File: config.mk
export PLATFORM = sky130hd
export DESIGN_NAME = moving_window_average_core
export DESIGN_NICKNAME = d
export VERILOG_FILES = /design/src/mwa_pkg.sv /design/src/moving_window_average_core.sv
export SDC_FILE = /design/constraint.sdc
export NUM_CORES = 2
export LEC_CHECK = 0
export BUFFER_PORTS_ARGS = -buffer_cell sky130_fd_sc_hd__clkbuf_2
export CORE_MARGIN = 2
export CORE_UTILIZATION = 45
export DETAILED_ROUTE_END_ITERATION = 7
export PLACE_DENSITY_LB_ADDON = 0.3
export SETUP_SLACK_MARGIN = 0.1
export SLEW_MARGIN = 20
export SYNTH_ARGS = -nofsm -noshare
export SYNTH_HDL_FRONTEND = slang
export SYNTH_SLANG_ARGS = --single-unit
File: constraint.sdc
create_clock -name clk -period 14 [get_ports clk]
set_clock_uncertainty 0.05 [all_clocks]
set_input_delay 2.8 -clock clk [delete_from_list [all_inputs] [get_ports clk]]
set_output_delay 2.8 -clock clk [all_outputs]
set_load 0.02 [all_outputs]
File: src/mwa_pkg.sv
// Package: shared constants for the moving window average core.
`default_nettype none

package mwa_pkg;

    // Width of the window size register.
    localparam int WINDOW_BITS = 7;

    // Window size after reset.
    localparam logic [WINDOW_BITS-1:0] WINDOW_RESET = 7'd64;

endpackage : mwa_pkg

`default_nettype wire

File: src/moving_window_average_core.sv
// Moving window average core: ring store of samples, exact running sum, serial divider.
//
// Each accepted item carries one signed Q16.16 sample. The core keeps the most recent
// window_size samples in a ring store with their exact running sum. Once the window is
// full, the oldest sample drops out before the new one goes in. Each item returns one
// result, the running sum divided by window_size and truncated toward zero. The divisor
// is always the full window size, even while the window is still filling, so early
// results are scaled down. A window_size of zero acts as one, and a value above
// MAX_WINDOW acts as MAX_WINDOW. Writing window_size clears the fill count and the sum.
// The write index and the store contents are kept. Write it only while the core is idle.
// The oldest sample is read from the store at the accepting edge. The update state then
// updates the sum and writes the new sample, and the init state loads the divider. A
// radix-2 restoring divider then yields one quotient bit per cycle for each bit of the
// sum, and a final state loads the output register. A new item is not accepted until the
// previous result has been loaded into the output register. in_stall is low only while no
// item is in progress. A finished result waits in the output register, and the next item
// can be accepted during that wait. There is no clearing pass after reset. The fill count
// only lets the core read entries written since the last clear.
`default_nettype none

module moving_window_average_core #(
    parameter int MAX_WINDOW  = 64,
    parameter int SAMPLE_BITS = 32
) (
    input  wire                                   clk,
    input  wire                                   rst_n,
    // configuration
    input  wire                                   window_size_we,
    input  wire        [mwa_pkg::WINDOW_BITS-1:0] window_size,
    // input channel
    input  wire                                   in_valid,
    output logic                                  in_stall,
    input  wire signed [SAMPLE_BITS-1:0]          sample,
    // output channel
    output logic                                  out_valid,
    input  wire                                   out_stall,
    output logic signed [SAMPLE_BITS-1:0]         average
);

    localparam int WB   = mwa_pkg::WINDOW_BITS;
    // Store index width; a single-entry store still gets one bit.
    localparam int AW   = (MAX_WINDOW > 1) ? $clog2(MAX_WINDOW) : 1;
    // The fill count runs from 0 to MAX_WINDOW inclusive.
    localparam int FW   = $clog2(MAX_WINDOW + 1);
    // Common width for window and fill comparisons.
    localparam int WCMP = (WB > FW) ? WB : FW;
    // The sum of MAX_WINDOW samples fits exactly.
    localparam int SUMW = SAMPLE_BITS + $clog2(MAX_WINDOW);
    // The divide counter runs from SUMW down to 1.
    localparam int CW   = $clog2(SUMW + 1);

    localparam logic [AW:0]     MAX_IDX  = (AW + 1)'(MAX_WINDOW);
    localparam logic [AW-1:0]   LAST_IDX = AW'(MAX_WINDOW - 1);
    localparam logic [WCMP-1:0] MAX_CMP  = WCMP'(MAX_WINDOW);

    typedef enum logic [2:0] {
        S_IDLE,
        S_UPD,
        S_INIT,
        S_DIV,
        S_DONE
    } state_t;

    state_t                   state_reg;
    logic [WB-1:0]            window_reg;
    logic [FW-1:0]            fill_reg;
    logic [AW-1:0]            wr_idx_reg;
    logic signed [SUMW-1:0]   sum_reg;
    logic                     sub_reg;
    logic [CW-1:0]            cnt_reg;
    logic                     out_valid_reg;
    logic signed [SAMPLE_BITS-1:0] average_reg;

    // datapath registers, no reset
    logic signed [SAMPLE_BITS-1:0] sample_reg;
    logic [SAMPLE_BITS-1:0]   rd_data_reg;
    logic [WB-1:0]            div_reg;
    logic [WB-1:0]            rem_reg;
    logic [SUMW-1:0]          quo_reg;
    logic                     neg_reg;

    // ring store
    logic [SAMPLE_BITS-1:0]   mem [MAX_WINDOW];

    logic                     in_acc;
    logic [WB-1:0]            win_eff;
    logic [WCMP-1:0]          win_cmp;
    logic                     need_sub;
    logic [AW-1:0]            back;
    logic [AW-1:0]            old_idx;
    logic signed [SUMW-1:0]   old_ext;
    logic signed [SUMW-1:0]   new_ext;
    logic signed [SUMW-1:0]   sum_next;
    logic [WB:0]              rem_shift;
    logic                     q_bit;
    logic [WB:0]              rem_sub;
    logic [SUMW-1:0]          quo_signed;
    logic [AW-1:0]            wr_idx_next;

    assign in_stall  = (state_reg != S_IDLE);
    assign in_acc    = in_valid && !in_stall;
    assign out_valid = out_valid_reg;
    assign average   = average_reg;

    // Effective window: zero acts as one, large values saturate.
    always_comb
    begin
        win_cmp = WCMP'(window_reg);
        if (window_reg == '0)
        begin
            win_cmp = WCMP'(1);
        end
        else if (win_cmp > MAX_CMP)
        begin
            win_cmp = MAX_CMP;
        end
        win_eff = WB'(win_cmp);
    end

    assign need_sub = (WCMP'(fill_reg) >= win_cmp);

    // Oldest entry sits fill_count places behind the write index, modulo the store depth.
    always_comb
    begin
        back = (WCMP'(fill_reg) == MAX_CMP) ? '0 : AW'(fill_reg);
        if (wr_idx_reg >= back)
        begin
            old_idx = wr_idx_reg - back;
        end
        else
        begin
            old_idx = AW'((AW + 1)'(wr_idx_reg) + MAX_IDX - (AW + 1)'(back));
        end
    end

    assign old_ext  = SUMW'(signed'(rd_data_reg));
    assign new_ext  = SUMW'(sample_reg);
    assign sum_next = sum_reg - (sub_reg ? old_ext : '0) + new_ext;

    assign wr_idx_next = (wr_idx_reg == LAST_IDX) ? '0 : wr_idx_reg + AW'(1);

    // one restoring divide step
    assign rem_shift  = {rem_reg, quo_reg[SUMW-1]};
    assign q_bit      = (rem_shift >= {1'b0, div_reg});
    assign rem_sub    = q_bit ? (rem_shift - {1'b0, div_reg}) : rem_shift;
    assign quo_signed = neg_reg ? (~quo_reg + SUMW'(1)) : quo_reg;

    // store: read at acceptance, write during the update cycle
    always_ff @(posedge clk)
    begin
        if (state_reg == S_UPD)
        begin
            mem[wr_idx_reg] <= sample_reg;
        end
        if (in_acc)
        begin
            rd_data_reg <= mem[old_idx];
        end
    end

    // divider and item datapath
    always_ff @(posedge clk)
    begin
        if (in_acc)
        begin
            sample_reg <= sample;
            div_reg    <= win_eff;
        end
        if (state_reg == S_INIT)
        begin
            neg_reg <= sum_reg[SUMW-1];
            quo_reg <= sum_reg[SUMW-1] ? (~sum_reg + SUMW'(1)) : sum_reg;
            rem_reg <= '0;
        end
        else if (state_reg == S_DIV)
        begin
            quo_reg <= {quo_reg[SUMW-2:0], q_bit};
            rem_reg <= rem_sub[WB-1:0];
        end
    end

    // control state and registered outputs
    always_ff @(posedge clk or negedge rst_n)
    begin
        if (!rst_n)
        begin
            state_reg     <= S_IDLE;
            window_reg    <= mwa_pkg::WINDOW_RESET;
            fill_reg      <= '0;
            wr_idx_reg    <= '0;
            sum_reg       <= '0;
            sub_reg       <= 1'b0;
            cnt_reg       <= '0;
            out_valid_reg <= 1'b0;
            average_reg   <= '0;
        end
        else
        begin
            if (out_valid_reg && !out_stall)
            begin
                out_valid_reg <= 1'b0;
            end

            unique case (state_reg)
                S_IDLE:
                begin
                    if (in_acc)
                    begin
                        sub_reg   <= need_sub;
                        state_reg <= S_UPD;
                    end
                end
                S_UPD:
                begin
                    sum_reg    <= sum_next;
                    wr_idx_reg <= wr_idx_next;
                    if (!sub_reg)
                    begin
                        fill_reg <= fill_reg + FW'(1);
                    end
                    state_reg <= S_INIT;
                end
                S_INIT:
                begin
                    cnt_reg   <= CW'(SUMW);
                    state_reg <= S_DIV;
                end
                S_DIV:
                begin
                    cnt_reg <= cnt_reg - CW'(1);
                    if (cnt_reg == CW'(1))
                    begin
                        state_reg <= S_DONE;
                    end
                end
                S_DONE:
                begin
                    // hold the result until the output register is free
                    if (!out_valid_reg || !out_stall)
                    begin
                        average_reg   <= SAMPLE_BITS'(quo_signed);
                        out_valid_reg <= 1'b1;
                        state_reg     <= S_IDLE;
                    end
                end
                default:
                begin
                    state_reg <= S_IDLE;
                end
            endcase

            // register write, idle only: the user must keep to this; the block does not enforce it
            if (window_size_we)
            begin
                window_reg <= window_size;
                fill_reg   <= '0;
                sum_reg    <= '0;
            end
        end
    end

    // fill count never passes the effective window
    a_fill_bound: assert property (@(posedge clk) disable iff (!rst_n)
        WCMP'(fill_reg) <= win_cmp)
        else $error("fill count above window");

    // divider remainder stays below the divisor
    a_rem_bound: assert property (@(posedge clk) disable iff (!rst_n)
        (state_reg == S_DIV) |-> ({1'b0, rem_reg} < {1'b0, div_reg}))
        else $error("divider remainder out of range");

    // an accepted item keeps the input side stalled next cycle
    a_busy_after_accept: assert property (@(posedge clk) disable iff (!rst_n)
        in_acc |=> (in_stall && state_reg == S_UPD))
        else $error("item not taken into update");

    // a pending result is not dropped while the output register is held
    a_result_held: assert property (@(posedge clk) disable iff (!rst_n)
        (state_reg == S_DONE && out_valid_reg && out_stall) |=> (state_reg == S_DONE))
        else $error("result lost while output stalled");

endmodule : moving_window_average_core

`default_nettype wire
==> impl_metrics.toml <==
[worst_setup_path]
r2r-end = "rd_data_reg[18]"
critPathRequiredTime_ns = 14.48
worstSetupStartpointType = "flip-flop"
cp_max_fo = 67
timing.reg2reg.setup_slack_ns = 7.04
reg2reg_depth = 12
arrival_ns = 7.44
end_kind = "flip-flop"
crit_type = "reg2reg"
reg2reg_from = "fill_reg[1]"

[global_route]
grt_use_met3_pct = 5.28
grt_pass1_vias = 45100
busiest_layer = "met2"
globalRouteOverflowTotal = 0
grt_pass1_wl_um = 323000
grt_use_met1_pct = 30.2
grt_usage_pct = 22.0
grt_max_degree = 114
antenna_found_initial = 15
grt_use_met2_pct = 35.1

[power]
p_per_area_nw_per_um2 = 187
ir_drop_mv = 0.225
leakage_nw = 33.3

[clock_tree]
cts_resized = 0
clk_pin_slew_worst_paths_ns = 0.06
clock_latency_ns = 0.85
tritoncts = "done"
cts_made_buffers = 218
post_cts_buffers = 0
clockBufferDepth = 3
cts-root-buf = "clkbuf_16"
cts_hold_repair.buffers = 0
htreeDepth = 4
clock-sinks = 2266

[drt]
avgRoutedWirePerCell_um = 30.0
dr.pass1.iters = 5
drt_iter0_drc = 5870
viasPerCell = 5.91
drt-total-wl_um = 226000
drc_errors = 0
num_vias = 44600
antenna_left = 0

[yosys]
ys_seq_elements = 2266
synth_common_cells = "edfxtp_1 (2158), mux4_2 (640), nand2_1 (185)"
synthFlopType = "edfxtp_1"
synth_area_leaders = "edfxtp_1 (71%), mux4_2 (16%), dfrtp_1 (2.7%)"
synth.net_count = 4612
synthAdderAreaFrac_pct = 1.73
synth_mux_area_share_pct = 16.3
synthXorXnorAreaFrac_pct = 1.11
synth.avg_cell_area_um2 = 20.4
yosys_warnings = 0
yosysMostFrequentCell = "edfxtp_1"
synthSimpleGateAreaFrac_pct = 2.51
synth_edf_count = 2158
syn-cell-area_um2 = 91300
synth-seq-area-share_pct = 73.9
synth_top_family_by_area = "multiplexers"
synth_top_area_cell = "edfxtp_1"
synth_top_area_share_pct = 71.0
synth_compound_area_share_pct = 2.81
async_flop_share_pct = 4.46
yosysUniqueCellTypes = 70
synth_cells = 4465

[run]
drv_cap = 0

[placed_design]
placed_area_um2 = 95800
hpwl_um = 121000
numPortBuffers = 77
gp_congestion = 0.877

[finish]
largest_register_ff_count = 2048
drive_above_1_share_pct = 26.1
final_nets = 4824
postLayoutCellArea_um2 = 103000
area_delta_synth_final_pct = 13.0

[sta]
worst_slew_margin_rel_pct = 20.9
period_share_pct = 49.7
max_freq_ghz = 0.144
hold_viol_final = 0
worstMarginPinSlew_ns = 1.18
slew_viol_final = 0
rsz0062_at_grt = "false"
finalSetupViolCount = 0
period_needed_ns = 6.96
tns_ns = 0

[die]
die_x_um = 454
ios = 78
die_h_um = 454
rows = 165
die_area_um2 = 206000
start_util_pct = 45.2
core-area_um2 = 202000

[worst_hold_path]
worstHoldPathCells = 2
worstHoldStart = "rem_reg[6]"
min_to = "rem_reg[6]"
hp-class = "reg2reg"

[run_status]
status = "completed"
[worst max path at each step]
stage	start	to	cells past startpoint
3_5_place_dp	fill_reg[3]	rd_data_reg[16]	11
2_1_floorplan	in_valid	div_reg[0]	2
6_report	fill_reg[1]	rd_data_reg[18]	12
3_3_place_gp	fill_reg[1]	rd_data_reg[28]	13
4_1_cts	fill_reg[3]	rd_data_reg[16]	11
5_1_grt	fill_reg[3]	rd_data_reg[18]	11
[power by group]
part / internal [mW] / switching [mW] / leakage [nW] / total, mW
logic: 2.61 / 3.13 / 8.97 / 5.74
clock network: 3.42 / 2.52 / 3.51 / 5.94
registers: 7.52 / 0.115 / 20.9 / 7.63
[kinds of logic after synthesis]
group / count (synthesis)
adders and majority gates: 103
buffers and inverters: 404
and+or+nand+nor: 485
DFF: 2266
AOI/OAI and AO/OA: 409
muxes: 682
xor gates and xnor gates: 116
[worst max-delay path, stage by stage, from the launching register on]
cell      delay [ns]
dfrtp_1         0.39
inv_1           0.13
ha_1            0.20
a31oi_1         0.29
ha_4            0.18
inv_1           0.06
fa_4            1.31
buf_4           0.81
buf_4           0.90
mux4_2          0.43
mux4_2          0.54
a211oi_1        1.00
a21oi_1         0.17
[stage by stage]
step	power (mW)	setup slack [ns]	util, %	hold slack [ns]	std cells
2_1_floorplan	11.8	7.59	-	0.376	4465
3_3_place_gp	13.5	6.89	47.5	0.388	7129
3_5_place_dp	13.6	7.04	47.5	0.401	7129
4_1_cts	19.5	7.02	51.1	0.416	7537
5_1_grt	20.1	6.80	51.1	0.440	7539
6_report	19.3	7.04	51.1	0.406	7542
[area by class of cell]
cell class,count,area [um2]
multi-input cells,1795,22900
well taps,2672,3340
clock buffers,273,5780
fillers,15800,98800
diodes,5,12.5
inverters,184,691
flip-flops and latches,2266,67500
repair buffers,212,1460
clock inverters,135,1460
[cells in the final DEF (no fill, tap or decap), types with 7 or more instances in the layout]
cell type,count
a22o_1,16
mux2_2,7
clkbuf_1,49
buf_4,131
clkbuf_2,76
edfxtp_1,2158
or3_1,14
mux4_2,640
o21ai_0,129
o21bai_1,10
nand4_1,15
xnor2_1,70
bufinv_16,27
clkbuf_16,223
fa_1,38
clkinv_1,50
xor2_1,42
a211oi_2,9
dfrtp_1,100
a21o_1,30
or4_1,11
nand2b_1,11
nand3_1,23
nor2_1,49
o41ai_1,9
o31ai_1,19
a211oi_1,28
clkinv_2,40
dfxtp_1,7
ha_1,63
mux2i_1,35
and2_1,35
a21oi_1,115
clkinvlp_4,9
nor2_4,66
nand2_1,185
inv_1,181
nor3_1,11
nor2b_1,44
[per-layer routing]
metal | vias to the layer above | part of all wire [%]
li1 | 18600 | -
met1 | 23800 | 40
met2 | 1890 | 48
met3 | 282 | 9.3
met4 | 8 | 3.0
met5 | - | 0.020
Note: power is estimated with default switching activity, not from simulation.
